==> src/fra_pkg.sv <==
//------------------------------------------------------------------------------
// fra_pkg
// Shared types and constants for the frame release time adjuster.
//------------------------------------------------------------------------------
`default_nettype none

package fra_pkg;

	localparam int unsigned NS_PER_US = 1000;

	typedef struct packed {
		logic        kind;
		logic [41:0] presentation_time_us;
		logic [61:0] unadjusted_release_ns;
		logic [61:0] vsync_reference_ns;
	} fra_in_t;

	typedef struct packed {
		logic signed [62:0] release_time_ns;
		logic               resynced;
	} fra_out_t;

	typedef enum logic [2:0] {
		CFG_USE_VSYNC  = 3'd0,
		CFG_PERIOD     = 3'd1,
		CFG_OFFSET     = 3'd2,
		CFG_MAX_DRIFT  = 3'd3,
		CFG_MIN_FRAMES = 3'd4
	} fra_cfg_idx_t;

	typedef enum logic [3:0] {
		ST_IDLE,
		ST_PREP,
		ST_DIV_AVG,
		ST_CAND,
		ST_DRIFT,
		ST_COMMIT,
		ST_DIV_SNAP,
		ST_SNAP,
		ST_OUT
	} fra_state_t;

	typedef struct packed {
		logic load;
		logic prep;
		logic div_start;
		logic div_sel_snap;
		logic cand;
		logic drift;
		logic commit;
		logic snap;
		logic out_load;
	} fra_cmd_t;

	typedef struct packed {
		logic is_enable;
		logic need_avg;
		logic need_snap;
		logic div_done;
	} fra_sts_t;

endpackage

`default_nettype wire

==> src/fra_ctrl.sv <==
//------------------------------------------------------------------------------
// fra_ctrl
// Sequencer for the frame release time adjuster.
//------------------------------------------------------------------------------
`default_nettype none

module fra_ctrl import fra_pkg::*; (
	input  wire logic     clk,
	input  wire logic     arst_n,
	input  wire logic     in_valid,
	output logic          in_ready,
	output logic          out_valid,
	input  wire logic     out_ready,
	input  wire fra_sts_t sts,
	output fra_cmd_t      cmd
);
	fra_state_t state_q, state_d;

	always_ff @(posedge clk or negedge arst_n) begin
		if (!arst_n) state_q <= ST_IDLE;
		else         state_q <= state_d;
	end

	always_comb begin
		state_d = state_q;
		case (state_q)
			ST_IDLE:     if (in_valid && (!out_valid || out_ready)) state_d = ST_PREP;
			ST_PREP: begin
				if (sts.is_enable)     state_d = ST_IDLE;
				else if (sts.need_avg) state_d = ST_DIV_AVG;
				else                   state_d = ST_DRIFT;
			end
			ST_DIV_AVG:  if (sts.div_done) state_d = ST_CAND;
			ST_CAND:     state_d = ST_DRIFT;
			ST_DRIFT:    state_d = ST_COMMIT;
			ST_COMMIT:   state_d = sts.need_snap ? ST_DIV_SNAP : ST_OUT;
			ST_DIV_SNAP: if (sts.div_done) state_d = ST_SNAP;
			ST_SNAP:     state_d = ST_OUT;
			ST_OUT:      if (!out_valid || out_ready) state_d = ST_IDLE;
			default:     state_d = ST_IDLE;
		endcase
	end

	always_comb begin
		cmd          = '0;
		in_ready     = 1'b0;
		case (state_q)
			ST_IDLE: begin
				in_ready = !out_valid || out_ready;
				cmd.load = in_valid && (!out_valid || out_ready);
			end
			ST_PREP: begin
				cmd.prep      = 1'b1;
				cmd.div_start = sts.need_avg && !sts.is_enable;
			end
			ST_CAND:   cmd.cand = 1'b1;
			ST_DRIFT:  cmd.drift = 1'b1;
			ST_COMMIT: begin
				cmd.commit       = 1'b1;
				cmd.div_start    = sts.need_snap;
				cmd.div_sel_snap = 1'b1;
			end
			ST_DIV_SNAP: cmd.div_sel_snap = 1'b1;
			ST_SNAP:     cmd.snap = 1'b1;
			ST_OUT:      cmd.out_load = !out_valid || out_ready;
			default: ;
		endcase
	end

	always_ff @(posedge clk or negedge arst_n) begin
		if (!arst_n) out_valid <= 1'b0;
		else if (cmd.out_load) out_valid <= 1'b1;
		else if (out_ready)    out_valid <= 1'b0;
	end
endmodule

`default_nettype wire

==> config.mk <==
export PLATFORM = sky130hd
export DESIGN_NAME = fra_ctrl
export DESIGN_NICKNAME = d
export VERILOG_FILES = /design/src/fra_pkg.sv /design/src/fra_ctrl.sv
export SDC_FILE = /design/constraint.sdc
export NUM_CORES = 1
export LEC_CHECK = 0
export ABC_AREA = 0
export BUFFER_PORTS_ARGS = -buffer_cell sky130_fd_sc_hd__clkbuf_2
export CORE_AREA = 2 2 39 41
export CTS_BUF_LIST = sky130_fd_sc_hd__clkbuf_8
export CTS_CLUSTER_DIAMETER = 100
export DETAILED_ROUTE_END_ITERATION = 8
export DIE_AREA = 0 0 41 43
export SKIP_LAST_GASP = 1
export SLEW_MARGIN = 25
export SYNTH_ARGS = -nofsm -noshare
export SYNTH_HDL_FRONTEND = slang
export SYNTH_SLANG_ARGS = --single-unit
==> constraint.sdc <==
create_clock -name clk -period 1.3 [get_ports clk]
set_input_delay 0.13 -clock clk [delete_from_list [all_inputs] [get_ports clk]]
set_output_delay 0.13 -clock clk [all_outputs]
set_load 0.005 [all_outputs]
### Word-level counts from Yosys, hierarchy flattened

Cells that the tools add are included.

| storage, ports and cells | value |
|---|---|
| bits in registers | 5 |
| output and inout port bits | 11 |
| input port bits | 8 |

| operators by class | value |
|---|---|
| reduce and logical (&&, ||, !) cells | 9 |
| mux-type cells | 20 |
| equality and inequality tests | 12 |

Operators by type and width:

| kind | number |
|---|---|
| $pmux 4 s9 | 1 |
| $mux 4 | 5 |
| $eq 4x3->1 const B | 4 |
| $mux 1 | 11 |
| $eq 4x2->1 const B | 2 |
| $ne 2x2->1 const B | 4 |
| $mux 3 | 2 |
| $eq 4x1->1 const B | 1 |
| $eq 4x4->1 const B | 1 |
| $logic_not 4->1 | 1 |
| $reduce_and 4->1 | 1 |
| $logic_and 1x1->1 | 2 |
| $logic_not 1->1 | 2 |
| $pmux 1 s2 | 1 |
| $reduce_bool 2->1 | 1 |
| $reduce_or 2->1 | 1 |
| $logic_or 1x1->1 | 1 |

### Longest topological paths before layout

| logic depth | value |
|---|---|
| word-level depth | 5 |
| depth in mapped cells | 4 |
| mapped depth without buffers | 3 |

### Worst setup path before layout

OpenSTA, ideal clock, no wires.

| timing path | value |
|---|---|
| path kind | register to output |
| start | reg state_q[2] |
| end | out cmd[6] (netlist bit) |
| arrival | 0.901 ns |
| path buffers | 1 |
| setup slack | 0.269 ns |
| cell stages (with the launch flop) | 5 |
| cells stage by stage | dfrtp_1 -> buf_6 -> nor3b_2 -> a21oi_1 -> nor3_1 |

RTL lines:

| what | line | source |
|---|---|---|
| from (decl) | fra_ctrl.sv:17 | `fra_state_t state_q, state_d;` |
| from (signal assigned) | fra_ctrl.sv:21 | `else state_q <= state_d;` |
| to (decl) | fra_ctrl.sv:15 | `output fra_cmd_t cmd` |

==> impl_results.md <==
* Clock share of power at 0.204
* Clk pin slew, worst setup/hold paths at around 30 ps
* Clock sinks at 5
* Synth area leaders: dfrtp_1 34%, nor3_1 8.1%, buf_6 6.1%
* Sequential cell area at about 130 sq um
* Final net count at 82
* Actual slew at the worst max-slew pin at between 200 and 300 ps
* Area share of the largest cell type after synthesis at 0.338
* Crit path DAT at 1190 ps
* RSZ-0062 raised after global routing: yes
* Worst hold margin at ~150 ps
* Power Dens Cells at ~2300 nW/um^2
* Initial Utilization at 0.268
* Count of final max-slew check failures at 0
* Root Driver: clkbuf_8
* Most frequent cells after synthesis: 6 x nor3_1, 5 x dfrtp_1, 4 x inv_1, 4 x nor2_1, 3 x nand2_1
* Most used DFF post-synth: dfrtp_1
* Period utilization at 1.02
* Iter 0 DRT Violations at 4
* Worst setup EP type: output port
* Yosys reg bits at 5
* Initial DRT Pass Iterations at 4
* Final hold vios at 0
* Post-synth ARST share at 1.00
* Mapped Avg Cell Area at approximately 8.6 sq um
* Most frequent cell after synthesis: nor3_1
* Synth warn at 0
* Final Skew at ~2.4 ps
* Initial antenna violation count at 0
* Ant. Diodes at 0
* DP HPWL at roughly 660 microns
* Worst-path cell chain: nor3b_2 -> a21oi_1 -> nor3_1 -> clkbuf_2
* Routed Antenna Nets at 0
* Seq pwr share at 0.246
* Drt total wl at 1010 microns
* Vias in the first global route at 405
* Post-synth EDFFs at 0
* Max VDD drop at between 0.7 and 0.8 mV
* Crit path kind: reg -> out
* Fmax at between 700 and 800 MHz
* Status: complete, but fails checks
* PnR worst setup slack at -24.0 ps
* Tot Pwr at ~1300 uW
* Max transition margin at 0.811
* Fraction of final layout cells sized beyond drive strength 1 at 0.575
* Syn Nets at just over 50
* CTS tree: yes
* Chip width at slightly above 40 microns
* Fill count at ~150
* Seq/Total Area, Yosys at 0.338
* Int Power at ~840 uW
* Die area at around 1800 sq um
* Synth Instances at 43
* Max Cap Viol at 0
* Drt via density at 4.70
* Crit path max fanout at 7
* I/O pin count at 19
* Count of different cell masters after synthesis at 25
* Global-route wire length before repair at approximately 1600 microns
* CP required at approximately 1200 ps
* Post-Synthesis Cell Area at around 370 sq um
* Area Growth Syn to Fin at 60.1%
* CTS Buffer Depth at 2
* Cts bufs inserted at 3
* Latest clock arrival within the worst-skew pair at ~220 ps
* Total global routing overflow at 0
* Routed via count at roughly 420
* Sw power at roughly 490 uW
* Core Rows at 14
* Delay of the slowest critical-path stage at approximately 450 ps
* Footprint of the multi-input gates at ~200 sq um
* Crit-path slowest cell: dfrtp_2
* Post-synth top area cell: dfrtp_1
* Final setup fails at 2
* Pin count of the biggest net entering global routing at 8
* Routed len/inst at around 11 microns
* Worst setup SP type: flip-flop
* Residual DRC at 0
* Die Y at ~43 microns
* Min-Delay Path Class: in -> reg
* Post-Layout Cell Count at slightly below 90
* Leakage at slightly above 0.0003 uW
* GRT Util Overall at 0.129
* # port buffers at 18
* Switching part of the total at 0.371
* Core area at approximately 1400 sq um
* Period minus WS final at 1320 ps
* Combinational cell fraction of total power at 0.550
* Failing checks: negative setup slack
* H-tree Lvls at 1
* GPL Wtd Cong at slightly above 0.8
* # placed instances at 73
## final timing paths
| kind | to | slack, ps | cells past startpoint | from |
|---|---|---|---|---|
| setup / recovery | cmd[6] | -20 | 4 | state_q[2] |
| hold / removal | state_q[0] | 150 | 3 | sts[0] |
| min in group asynchronous | out_valid | 270 | 2 | arst_n |
| hold reg to reg | state_q[0] | 500 | 1 | state_q[3] |
| max in group asynchronous | state_q[2] | 880 | 2 | arst_n |
| setup reg to reg | state_q[1] | 90 | 5 | state_q[0] |
## worst max-delay path, delay by kind of cell (launching register included)
kind | cells | cell delay, ps
flip-flops | 1 | 450
AND/OR/NAND/NOR | 2 | 330
buffers and inverters | 1 | 140
AO/OA/AOI/OAI | 1 | 60
## power groups by stage
stage                     Clock, uW  Sequential [uW]  Combinational (uW)
final                           272              328                 734
after CTS                       278              319                 674
after detailed placement          0              357                 475
after global placement            0              352                 468
after floorplan                   0              235                 488
after global routing            291              334                 811
## flip-flops by register name, indices dropped and copies added, names as in the netlist
name	count
out_valid	1
state_q	4
## cell usage in the layout, fill, tap and decap left out, types with 3 or more instances in the layout
cell,n
nand2_1,3
buf_4,11
dfrtp_2,4
clkbuf_8,3
clkbuf_2,17
nor3_1,5
nor2_1,4
inv_1,5
## metal layers
layer | wire, microns | up-vias | track usage
li1 | - | 206 | -
met1 | 419 | 199 | 0.143
met2 | 522 | 13 | 0.225
met3 | 69 | 0 | 0.0314
met4 | 0 | 0 | 0.0400
met5 | 0 | - | 0
## repair_timing
item | 4_1_cts | 5_1_grt
setup buffers | 9 | 2
hold endpoints to repair | 5 | 0
endpoints found under the setup margin | 8 | 7
resized for setup | 4 | 2
hold buffers | 1 | 0
pin swaps | 4 | 2
## metrics by stage
step | worst slack, ps | setup TNS, ps | utilization | instance area (sq um)
after floorplan | 269 | 0 | - | 370
final | -24.0 | -38.0 | 0.429 | 593
after global routing | -142 | -387 | 0.429 | 593
after detailed placement | 86.5 | 0 | 0.322 | 445
after CTS | -24.9 | -33.6 | 0.414 | 573
after global placement | 90.7 | 0 | 0.322 | 445
## cells by family after synthesis
kind of cell | synth area share
AOI/OAI and AO/OA | 0.189
xor gates and xnor gates | 0.0237
buffers and inverters | 0.135
DFF | 0.338
and+or+nand+nor | 0.314
## area by class of cell
cell class,count,area share
clock buffers,3,0.0696
clock inverters,1,0.00633
inverters,4,0.0253
multi-input cells,30,0.338
flip-flops and latches,5,0.219
well taps,16,0.0338
repair buffers,30,0.308
Power figures use the tool's default switching activity.
