===== config.mk =====
export PLATFORM = sky130hd
export DESIGN_NAME = fra_dp
export DESIGN_NICKNAME = d
export VERILOG_FILES = /design/src/fra_pkg.sv /design/src/fra_div.sv /design/src/fra_dp.sv
export SDC_FILE = /design/constraint.sdc
export NUM_CORES = 2
export LEC_CHECK = 0
export BUFFER_PORTS_ARGS = -buffer_cell sky130_fd_sc_hd__buf_2
export CAP_MARGIN = 40
export CORE_ASPECT_RATIO = 0.75
export CORE_MARGIN = 2
export CORE_UTILIZATION = 30
export CTS_CLUSTER_SIZE = 12
export DETAILED_ROUTE_END_ITERATION = 8
export HOLD_SLACK_MARGIN = 0.02
export PLACE_DENSITY = 0.4
export REMOVE_ABC_BUFFERS = 1
export SLEW_MARGIN = 20
export SYNTH_ARGS = -nofsm -noshare
export SYNTH_HDL_FRONTEND = slang
export SYNTH_SLANG_ARGS = --single-unit

===== constraint.sdc =====
create_clock -name clk -period 42.4 [get_ports clk]
set_input_delay 4.24 -clock clk [delete_from_list [all_inputs] [get_ports clk]]
set_output_delay 4.24 -clock clk [all_outputs]
set_load 0.05 [all_outputs]

===== src/fra_pkg.sv =====
//------------------------------------------------------------------------------
// fra_pkg
// Shared types and constants for the frame release time adjuster.
//------------------------------------------------------------------------------
`default_nettype none

package fra_pkg;

	localparam int unsigned NS_PER_US = 1000;

	typedef struct packed {
		logic        kind;
		logic [41:0] presentation_time_us;
		logic [61:0] unadjusted_release_ns;
		logic [61:0] vsync_reference_ns;
	} fra_in_t;

	typedef struct packed {
		logic signed [62:0] release_time_ns;
		logic               resynced;
	} fra_out_t;

	typedef enum logic [2:0] {
		CFG_USE_VSYNC  = 3'd0,
		CFG_PERIOD     = 3'd1,
		CFG_OFFSET     = 3'd2,
		CFG_MAX_DRIFT  = 3'd3,
		CFG_MIN_FRAMES = 3'd4
	} fra_cfg_idx_t;

	typedef enum logic [3:0] {
		ST_IDLE,
		ST_PREP,
		ST_DIV_AVG,
		ST_CAND,
		ST_DRIFT,
		ST_COMMIT,
		ST_DIV_SNAP,
		ST_SNAP,
		ST_OUT
	} fra_state_t;

	typedef struct packed {
		logic load;
		logic prep;
		logic div_start;
		logic div_sel_snap;
		logic cand;
		logic drift;
		logic commit;
		logic snap;
		logic out_load;
	} fra_cmd_t;

	typedef struct packed {
		logic is_enable;
		logic need_avg;
		logic need_snap;
		logic div_done;
	} fra_sts_t;

endpackage

`default_nettype wire


===== src/fra_div.sv =====
//------------------------------------------------------------------------------
// fra_div
// Radix-2 restoring unsigned divider, 64-bit, one quotient bit per cycle.
//------------------------------------------------------------------------------
`default_nettype none

module fra_div (
	input  wire logic        clk,
	input  wire logic        arst_n,
	input  wire logic        start,
	input  wire logic [63:0] dividend,
	input  wire logic [63:0] divisor,
	output logic             done,
	output logic [63:0]      quotient,
	output logic [63:0]      remainder
);
	logic [63:0] rem_q, quo_q, dvs_q;
	logic [6:0]  cnt_q;
	logic        busy_q;
	logic [64:0] trial;
	logic [64:0] shifted;

	assign shifted = {rem_q, quo_q[63]};
	assign trial   = shifted - {1'b0, dvs_q};

	always_ff @(posedge clk or negedge arst_n) begin
		if (!arst_n) begin
			busy_q <= 1'b0;
			cnt_q  <= '0;
			done   <= 1'b0;
		end else begin
			done <= 1'b0;
			if (start) begin
				busy_q <= 1'b1;
				cnt_q  <= 7'd64;
			end else if (busy_q) begin
				cnt_q <= cnt_q - 7'd1;
				if (cnt_q == 7'd1) begin
					busy_q <= 1'b0;
					done   <= 1'b1;
				end
			end
		end
	end

	always_ff @(posedge clk) begin
		if (start) begin
			rem_q <= '0;
			quo_q <= dividend;
			dvs_q <= divisor;
		end else if (busy_q) begin
			if (!trial[64]) begin
				rem_q <= trial[63:0];
				quo_q <= {quo_q[62:0], 1'b1};
			end else begin
				rem_q <= shifted[63:0];
				quo_q <= {quo_q[62:0], 1'b0};
			end
		end
	end

	assign quotient  = quo_q;
	assign remainder = rem_q;
endmodule

`default_nettype wire


===== src/fra_dp.sv =====
//------------------------------------------------------------------------------
// fra_dp
// Datapath: sync state, averaging, drift check, vsync snapping.
//------------------------------------------------------------------------------
`default_nettype none

module fra_dp import fra_pkg::*; #(
	parameter int COUNT_BITS = 32
) (
	input  wire logic        clk,
	input  wire logic        arst_n,
	input  wire fra_cmd_t    cmd,
	input  wire fra_in_t     in_item,
	input  wire logic        cfg_valid,
	input  wire logic [2:0]  cfg_index,
	input  wire logic [31:0] cfg_data,
	output fra_sts_t         sts,
	output fra_out_t         out_item
);
	localparam logic [COUNT_BITS-1:0] CNT_MAX = '1;

	logic        use_vsync_q;
	logic [29:0] period_q, offset_q;
	logic [31:0] max_drift_q;
	logic [7:0]  min_frames_q;

	logic                  have_sync_q;
	logic [COUNT_BITS-1:0] frames_q;
	logic [41:0]           last_pus_q;
	logic [63:0]           pending_q, adj_last_q, sync_frame_q, sync_rel_q;

	fra_in_t     item_q;
	logic [63:0] fns_q, cand_q, adj_rel_q, res_q;
	logic        lost_q, resync_q;
	logic        avg_path_q;

	logic        div_done;
	logic [63:0] div_quo, div_rem, div_a, div_b, gap_avg, gap_snap;
	logic [63:0] d_frame;

	always_ff @(posedge clk or negedge arst_n) begin
		if (!arst_n) begin
			use_vsync_q  <= 1'b0;
			period_q     <= 30'd16666666;
			offset_q     <= 30'd13333333;
			max_drift_q  <= 32'd20000000;
			min_frames_q <= 8'd6;
		end else if (cfg_valid) begin
			case (cfg_index)
				CFG_USE_VSYNC:  use_vsync_q  <= cfg_data[0];
				CFG_PERIOD:     period_q     <= cfg_data[29:0];
				CFG_OFFSET:     offset_q     <= cfg_data[29:0];
				CFG_MAX_DRIFT:  max_drift_q  <= cfg_data;
				CFG_MIN_FRAMES: min_frames_q <= cfg_data[7:0];
				default: ;
			endcase
		end
	end

	// counter after the presentation-change increment, combinational in PREP
	logic                  pus_new;
	logic [COUNT_BITS-1:0] frames_nx;
	logic                  avg_go;
	assign pus_new   = have_sync_q && (item_q.presentation_time_us != last_pus_q);
	assign frames_nx = (pus_new && frames_q != CNT_MAX) ? frames_q + 1'b1 : frames_q;
	assign avg_go    = have_sync_q &&
		({{(64-COUNT_BITS){1'b0}}, frames_nx} >= {56'd0, min_frames_q});
	assign d_frame   = fns_q - sync_frame_q;
	assign gap_avg   = d_frame[63] ? (64'd0 - d_frame) : d_frame;

	// drift check on candidate frame time
	logic [63:0]        chk_frame, chk_rel, ef, er, dgap;
	logic               drift_bad;
	assign chk_frame = avg_path_q ? cand_q : fns_q;
	assign chk_rel   = {2'b00, item_q.unadjusted_release_ns};
	assign ef        = chk_frame - sync_frame_q;
	assign er        = chk_rel - sync_rel_q;
	assign dgap      = ($signed(er) >= $signed(ef)) ? er - ef : ef - er;
	assign drift_bad = dgap > {32'd0, max_drift_q};

	// release time before snapping, taken at commit
	logic [63:0] adj_rel_nx;
	assign adj_rel_nx = (avg_path_q && !lost_q) ? sync_rel_q + cand_q - sync_frame_q : chk_rel;

	// snap inputs; the snap divide starts at commit from the time being committed
	logic signed [63:0] t_s, t_div, ref_s;
	logic [63:0]        per64;
	assign t_s      = adj_rel_q;
	assign t_div    = cmd.commit ? adj_rel_nx : adj_rel_q;
	assign ref_s    = {2'b00, item_q.vsync_reference_ns};
	assign per64    = (period_q == 30'd0) ? 64'd1 : {34'd0, period_q};
	assign gap_snap = (t_div >= ref_s) ? (t_div - ref_s) : (ref_s - t_div);

	assign div_a = cmd.div_sel_snap ? gap_snap : gap_avg;
	assign div_b = cmd.div_sel_snap ? per64 : {{(64-COUNT_BITS){1'b0}}, frames_nx};

	fra_div u_div (
		.clk(clk), .arst_n(arst_n), .start(cmd.div_start),
		.dividend(div_a), .divisor(div_b), .done(div_done), .quotient(div_quo),
		.remainder(div_rem)
	);

	// snapping; whole periods spanned = gap less remainder
	logic [63:0] span, snapped, s_before, s_after, snap_res;
	assign span    = gap_snap - div_rem;
	assign snapped = (t_s >= ref_s) ? ref_s + span : ref_s - span;
	always_comb begin
		if (t_s <= $signed(snapped)) begin
			s_before = snapped - per64;
			s_after  = snapped;
		end else begin
			s_before = snapped;
			s_after  = snapped + per64;
		end
		snap_res = ((s_after - t_s) < (t_s - s_before)) ? s_after : s_before;
		snap_res = snap_res - {34'd0, offset_q};
	end

	always_ff @(posedge clk) begin
		if (cmd.load) begin
			item_q <= in_item;
			fns_q  <= in_item.presentation_time_us * 64'(NS_PER_US);
		end
		if (cmd.prep) begin
			avg_path_q <= avg_go;
			lost_q     <= 1'b0;
			if (avg_go && frames_nx == '0) cand_q <= adj_last_q;
		end
		if (cmd.cand) begin
			if (frames_q == '0) cand_q <= adj_last_q;
			else cand_q <= adj_last_q + (d_frame[63] ? 64'd0 - div_quo : div_quo);
		end
		if (cmd.drift) lost_q <= have_sync_q && drift_bad;
		if (cmd.commit) adj_rel_q <= adj_rel_nx;
		if (cmd.snap) res_q <= snap_res;
	end

	// state update at prep and commit
	logic resync;
	assign resync = !have_sync_q || lost_q;
	always_ff @(posedge clk or negedge arst_n) begin
		if (!arst_n) begin
			have_sync_q  <= 1'b0;
			frames_q     <= '0;
			last_pus_q   <= '0;
			pending_q    <= '0;
			adj_last_q   <= '0;
			sync_frame_q <= '0;
			sync_rel_q   <= '0;
			resync_q     <= 1'b0;
		end else begin
			if (cmd.prep && item_q.kind) have_sync_q <= 1'b0;
			else if (cmd.prep) begin
				frames_q <= frames_nx;
				if (pus_new) adj_last_q <= pending_q;
			end
			if (cmd.commit) begin
				resync_q   <= resync;
				last_pus_q <= item_q.presentation_time_us;
				pending_q  <= (avg_path_q && !lost_q) ? cand_q : fns_q;
				if (resync) begin
					sync_frame_q <= fns_q;
					sync_rel_q   <= chk_rel;
					frames_q     <= '0;
					have_sync_q  <= 1'b1;
				end
			end
		end
	end

	// final saturate into the signed 63-bit range
	logic [63:0] final_v;
	logic        snapping_q;
	always_ff @(posedge clk) if (cmd.commit) snapping_q <= sts.need_snap;
	assign final_v = snapping_q ? res_q : adj_rel_q;

	logic signed [62:0] sat;
	always_comb begin
		if ($signed(final_v) > $signed({2'b00, {62{1'b1}}}))
			sat = {1'b0, {62{1'b1}}};
		else if ($signed(final_v) < $signed({2'b11, 62'd0}))
			sat = {1'b1, 62'd0};
		else
			sat = final_v[62:0];
	end

	always_ff @(posedge clk) begin
		if (cmd.out_load) begin
			out_item.release_time_ns <= sat;
			out_item.resynced        <= resync_q;
		end
	end

	assign sts.is_enable = item_q.kind;
	assign sts.need_avg  = avg_go && frames_nx != '0;
	assign sts.need_snap = use_vsync_q && (item_q.vsync_reference_ns != '0);
	assign sts.div_done  = div_done;
endmodule

`default_nettype wire


; ---- Word-level counts from Yosys, hierarchy flattened
; Cells that the tools add are included.
[classes]
div_mod_pow = 0
mul = 1
n_reduce_logical = 30
n_bitwise = 1
mux = 43
order_cmp = 9
n_eq_ne = 7
addsub = 23
n_shift = 0
[op_table]
columns = cell, n
row1 = $mux 64, 21
row2 = $sub 64x64->64, 5
row3 = $mux 32, 6
row4 = $add 62x64->64, 2
row5 = $ge 64x63->1, 2
row6 = $sub 64x30->64, 2
row7 = $sub 64x52->64, 2
row8 = $sub 65x64->65, 1
row9 = $add 64x30->64, 1
row10 = $add 64x64->64, 1
row11 = $ge 63x64->1, 1
row12 = $gt 64x32->1, 1
row13 = $gt 64x63->1 const B, 1
row14 = $le 64x64->1, 1
row15 = $logic_not 32->1, 2
row16 = $lt 64x63->1 const B, 1
row17 = $lt 64x64->1, 1
row18 = $sub 1x64->64 const A, 1
row19 = $sub 62x64->64, 1
row20 = $sub 63x64->64, 1
row21 = $sub 64x63->64, 1
row22 = $mux 63, 1
row23 = $sub 62x62->63, 1
row24 = $reduce_bool 62->1, 1
row25 = other kinds (25), 56
[word_totals]
mem_bits_ro = 0
mem_bits_rw = 0
n_memories = 0
output_inout_bits = 68
input_bits = 214
latchBits = 0
wordCells = 147
regBits = 1092

; ---- Logic depth before layout (Yosys ltp)
[depth]
depth_word = 15
mapped_depth = 140
depth_no_buf = 128

; ---- By module
; A second synthesis with hierarchy kept.
[hier_totals]
cells_unflattened = 14518
hier_area_um2 = 118600.0
[by_module_without_submodules]
columns = module, n_inst, area_per_inst_um2, cells_per_inst, seq_area_each_um2
row1 = fra_dp, 1, 106693.6, 13301, 24018.0
row2 = fra_div, 1, 11906.4, 1217, 5350.1

; ---- Least setup slack after synthesis
; OpenSTA, ideal clock, no wires.
[synth_path]
path_type = in2reg
from = input cmd[2] (netlist name)
to = register res_q[45] (data pin)
stages = 118
n_path_buf = 17
path_slack_ns = 13.178
setup_ns = 0.258
required_time_ns = 42.142
t_arrival_ns = 28.964
cell_sequence = clkbuf_1 clkbuf_1 clkbuf_1 nor2_1 a21oi_1 inv_1 ha_1 fa_1 nor2b_1 o21ai_0 nor2b_1 o21a_1 o31ai_1 nor2b_1 o311a_1 nor3_1 o211ai_1 inv_1 [82 not listed] nor2b_1 o21ai_0 a21boi_0 o41ai_1 o311a_1 o31ai_1 nand4_1 a21boi_0 nor2_1 a21oi_1 o21ai_0 a21oi_1 a21o_1 or4_1 buf_2 nor3_2 or4b_1 xnor2_1
[synth_between]
elab_chain_cells = 12
word_cells_on_any_way = 19
cone_classes = 10 x add/sub / 3 x order compare / 6 x mux
[synth_rtl]
columns = item, line
row1 = "start, declared", fra_dp.sv:12  ; input wire fra_cmd_t cmd,
row2 = $mux 64 *, n/a
row3 = named net t_div[0], fra_dp.sv:86  ; logic signed [63:0] t_s, t_div, ref_s;
row4 = "$sub 63x64->64, or another cell as far along", fra_dp.sv:92  ; assign gap_snap = (t_div >= ref_s) ? (t_div - ref_s) : (ref_s - t_div);
row5 = $mux 64 *, fra_dp.sv:92
row6 = $sub 64x64->64 *, fra_dp.sv:105  ; assign span = gap_snap - div_rem;
row7 = $sub 62x64->64 / $add 62x64->64 (equally long branches), fra_dp.sv:106  ; assign snapped = (t_s >= ref_s) ? ref_s + span : ref_s - span;
row8 = $mux 64 *, fra_dp.sv:106
row9 = "$add 64x30->64, or another cell as far along", fra_dp.sv:113  ; s_after = snapped + per64;
row10 = $mux 64, fra_dp.sv:108  ; if (t_s <= $signed(snapped)) begin
row11 = $sub 64x64->64, fra_dp.sv:115  ; snap_res = ((s_after - t_s) < (t_s - s_before)) ? s_after : s_before;
row12 = $lt 64x64->1, fra_dp.sv:115
row13 = $mux 64 *, fra_dp.sv:115
row14 = $sub 64x30->64 *, fra_dp.sv:116  ; snap_res = snap_res - {34'd0, offset_q};
row15 = named net snap_res[45], fra_dp.sv:104  ; logic [63:0] span, snapped, s_before, s_after, snap_res;
row16 = "end signal, assigned", fra_dp.sv:135  ; if (cmd.snap) res_q <= snap_res;
row17 = "end, declared", fra_dp.sv:33  ; logic [63:0] fns_q, cand_q, adj_rel_q, res_q;
; The timed path passes the listed nets; every way through them passes the cells marked *.
; A chain may end at the register's enable or synchronous reset.

; ---- Worst setup path in the final report
; Same ends and word-level chain as after synthesis.

==> results.sh <==
export IMPL_status="finished clean"
export IMPL_path_class="in -> reg"
export IMPL_cts_tree="yes"
export IMPL_postCtsHoldBufs=0
export IMPL_grt_pass1_vias=99867
export IMPL_vias=106889
export IMPL_cts_setup_buffers=0
export IMPL_max_cap_viol_count=0
export IMPL_seq_area_frac_synth=0.2475
export IMPL_finalSetupViolations=0
export IMPL_synth_edff_count=505
export IMPL_gp_routability_congestion=0.9430
export IMPL_fin_nets=15868
export IMPL_grt_pass1_wl_um=761100
export IMPL_wl_um=534500
export IMPL_post_place_ws_ps=7392
export IMPL_cpMostUsedCell="buf_4"
export IMPL_end_kind="flip-flop"
export IMPL_hp_class="reg -> reg"
export IMPL_die_width_um=718.3
export IMPL_yosysWarningCount=0
export IMPL_synth_area_per_cell_sq_um=8.169
export IMPL_yosys_register_bits=1058
export IMPL_port_buffers=281
export IMPL_fp_dieH_um=539.7
export IMPL_synth_largest_area_cell="ha_1"
export IMPL_post_route_period_util=0.8279
export IMPL_slew_headroom=0.2999
export IMPL_synth_cells=14053
export IMPL_clockRootBuffer="clkbuf_16"
export IMPL_vias_per_cell=5.526
export IMPL_overflow=0
export IMPL_crit_arrival_ps=35660
export IMPL_cp_start_kind="input pin"
export IMPL_synth_cell_types=111
export IMPL_cts_sink_count=1058
export IMPL_core_area_sq_um=380600
export IMPL_drt_initial_drc_count=11462
export IMPL_rows=196
export IMPL_syn_to_final_growth_pct=11.13
export IMPL_min_period_ps=35100
export IMPL_synth_commonest_cells="ha_1, a21oi_1, nand2_1, inv_1, o21ai_0"
export IMPL_cts_resized=0
export IMPL_cp_required_ps=42960
export IMPL_critPathMaxStageDelay_ps=740
export IMPL_rsz0062_at_grt="no"
export IMPL_max_freq_mhz=28.49
export IMPL_first_pass_iters=6
export IMPL_start_util=0.3016
export IMPL_dieArea_sq_um=387700
export IMPL_routedWlPerCell_um=27.63
export IMPL_synth_area_sq_um=114800
export IMPL_grt_max_degree=145
export IMPL_antenna_found_initial=57
export IMPL_final_area_sq_um=127600
export IMPL_finClkSkew_ps=80.94
export IMPL_cts_max_level=4
export IMPL_async_flop_share=0.4017
export IMPL_worst_slack_ps=7299
export IMPL_clock_path_buffers=4
export IMPL_drive_above_1_share=0.08282
export IMPL_ant_nets=0
export IMPL_synth_top_area_frac=0.1378
export IMPL_maxSlewViolCount=0
export IMPL_io_pin_count=282
export IMPL_insertion_delay_ps=890
export IMPL_drc_errors=0
export IMPL_ys_flop_type="edfxtp_1"
export IMPL_placed_cell_area_sq_um=122600
export IMPL_cp_max_fo=77
export IMPL_hold_violations=0
export IMPL_yosysMostFrequentCell="ha_1"
export IMPL_hpwl_um=448200
export IMPL_synth_area_top_cells="ha_1, edfxtp_1, dfrtp_1"
export IMPL_clkSlewWorstSetupHoldPaths_ps=60
export IMPL_grt_usage=0.2669
export IMPL_tns_ps=0
export IMPL_slowest_stage="nor3b_1"
export IMPL_cts_buffers=146
export IMPL_worstMarginPinSlew_ps=1050
-- cells by family after synthesis --
| logic type | Yosys count | share of synthesized area |
|---|---|---|
| xor+xnor | 1119 | 0.08590 |
| flops | 1058 | 0.2475 |
| fa+ha+maj | 1487 | 0.1767 |
| mux | 338 | 0.03177 |
| buf+inv | 1782 | 0.05871 |
| simple gates | 3963 | 0.1647 |
| compound gates | 4306 | 0.2348 |
-- metrics by stage --
stage	cells	hold WS, ps	utilization
floorplan	13487	424.9	-
global placement	18974	438.8	0.3202
detailed placement	19053	464.1	0.3221
CTS	19318	473.2	0.3348
global route	19334	481.7	0.3351
finish	19342	471.2	0.3352
-- metal layers --
| layer | GRT usage | vias to the layer above | routed length, um |
|---|---|---|---|
| met5 | 0 | - | 124 |
| met2 | 0.3700 | 3575 | 208100 |
| li1 | - | 50660 | - |
| met4 | 0.04575 | 18 | 10090 |
| met3 | 0.04050 | 378 | 38140 |
| met1 | 0.4291 | 52258 | 278100 |
-- cell usage in the layout, fill, tap and decap left out, types with 252 or more instances in the layout --
master | synthesis | final
dfrtp_1 | 389 | 388
xnor2_1 | 759 | 758
buf_2 | 23 | 292
nor3_1 | 253 | 252
ha_1 | 1264 | 1264
edfxtp_1 | 505 | 505
o21ai_0 | 1104 | 1099
nand3_1 | 266 | 265
nand4_1 | 261 | 261
nor2_1 | 1028 | 1023
a21o_1 | 557 | 555
inv_1 | 1196 | 1195
a21oi_1 | 1256 | 1252
nand2_1 | 1202 | 1200
xor2_1 | 355 | 354
-- critical path: cells and delay by family --
kind                     cells  cell delay, ps
buffers and inverters       15            4240
adder cells (fa/ha/maj)      7            2890
AND/OR/NAND/NOR             33            8490
XOR/XNOR                     4             650
AO/OA/AOI/OAI               50           13900
multiplexers                 2             860
-- state kept, by name, indices dropped and copies added, names as in the netlist, 7 cells and up --
name,count
period_q,30
adj_last_q,64
sync_rel_q,62
u_div.cnt_q,7
min_frames_q,8
res_q,64
last_pus_q,42
u_div.remainder,64
u_div.dvs_q,32
fns_q,47
sync_frame_q,49
offset_q,30
pending_q,64
chk_rel,62
out_item,64
adj_rel_q,64
item_q,104
u_div.quotient,64
frames_q,32
cand_q,64
max_drift_q,32
-- path summary, 6_finish.rpt --
path                                             startpoint                          endpoint  slack (ps)  cells after the start
max                                                  cmd[2]               res_q[45]$_DFFE_PP_        7300                    111
max in group asynchronous                            arst_n          offset_q[28]$_DFFE_PN0P_       35610                      6
max reg2reg                            cand_q[19]$_DFFE_PP_               res_q[45]$_DFFE_PP_        7320                    124
min in group asynchronous                            arst_n              u_div.done$_DFF_PN0_        3400                      1
min reg2reg                u_div.remainder[17]$_SDFFE_PP0P_  u_div.remainder[18]$_SDFFE_PP0P_         470                      2
min                        u_div.remainder[17]$_SDFFE_PP0P_  u_div.remainder[18]$_SDFFE_PP0P_         470                      2
-- area by class of cell --
class,instances,area [sq um]
clock buffers,202,4038
multi-input cells,11213,79940
repair buffers,532,3457
well taps,5049,6317
diodes,9,22.52
inverters,1216,4567
flip-flops and latches,1058,28410
fillers,40777,253000
clock inverters,63,825.8
Power is left out: the tool's default activity adds up to more than one toggle a clock period on the data nets, which glitch-free logic cannot reach.
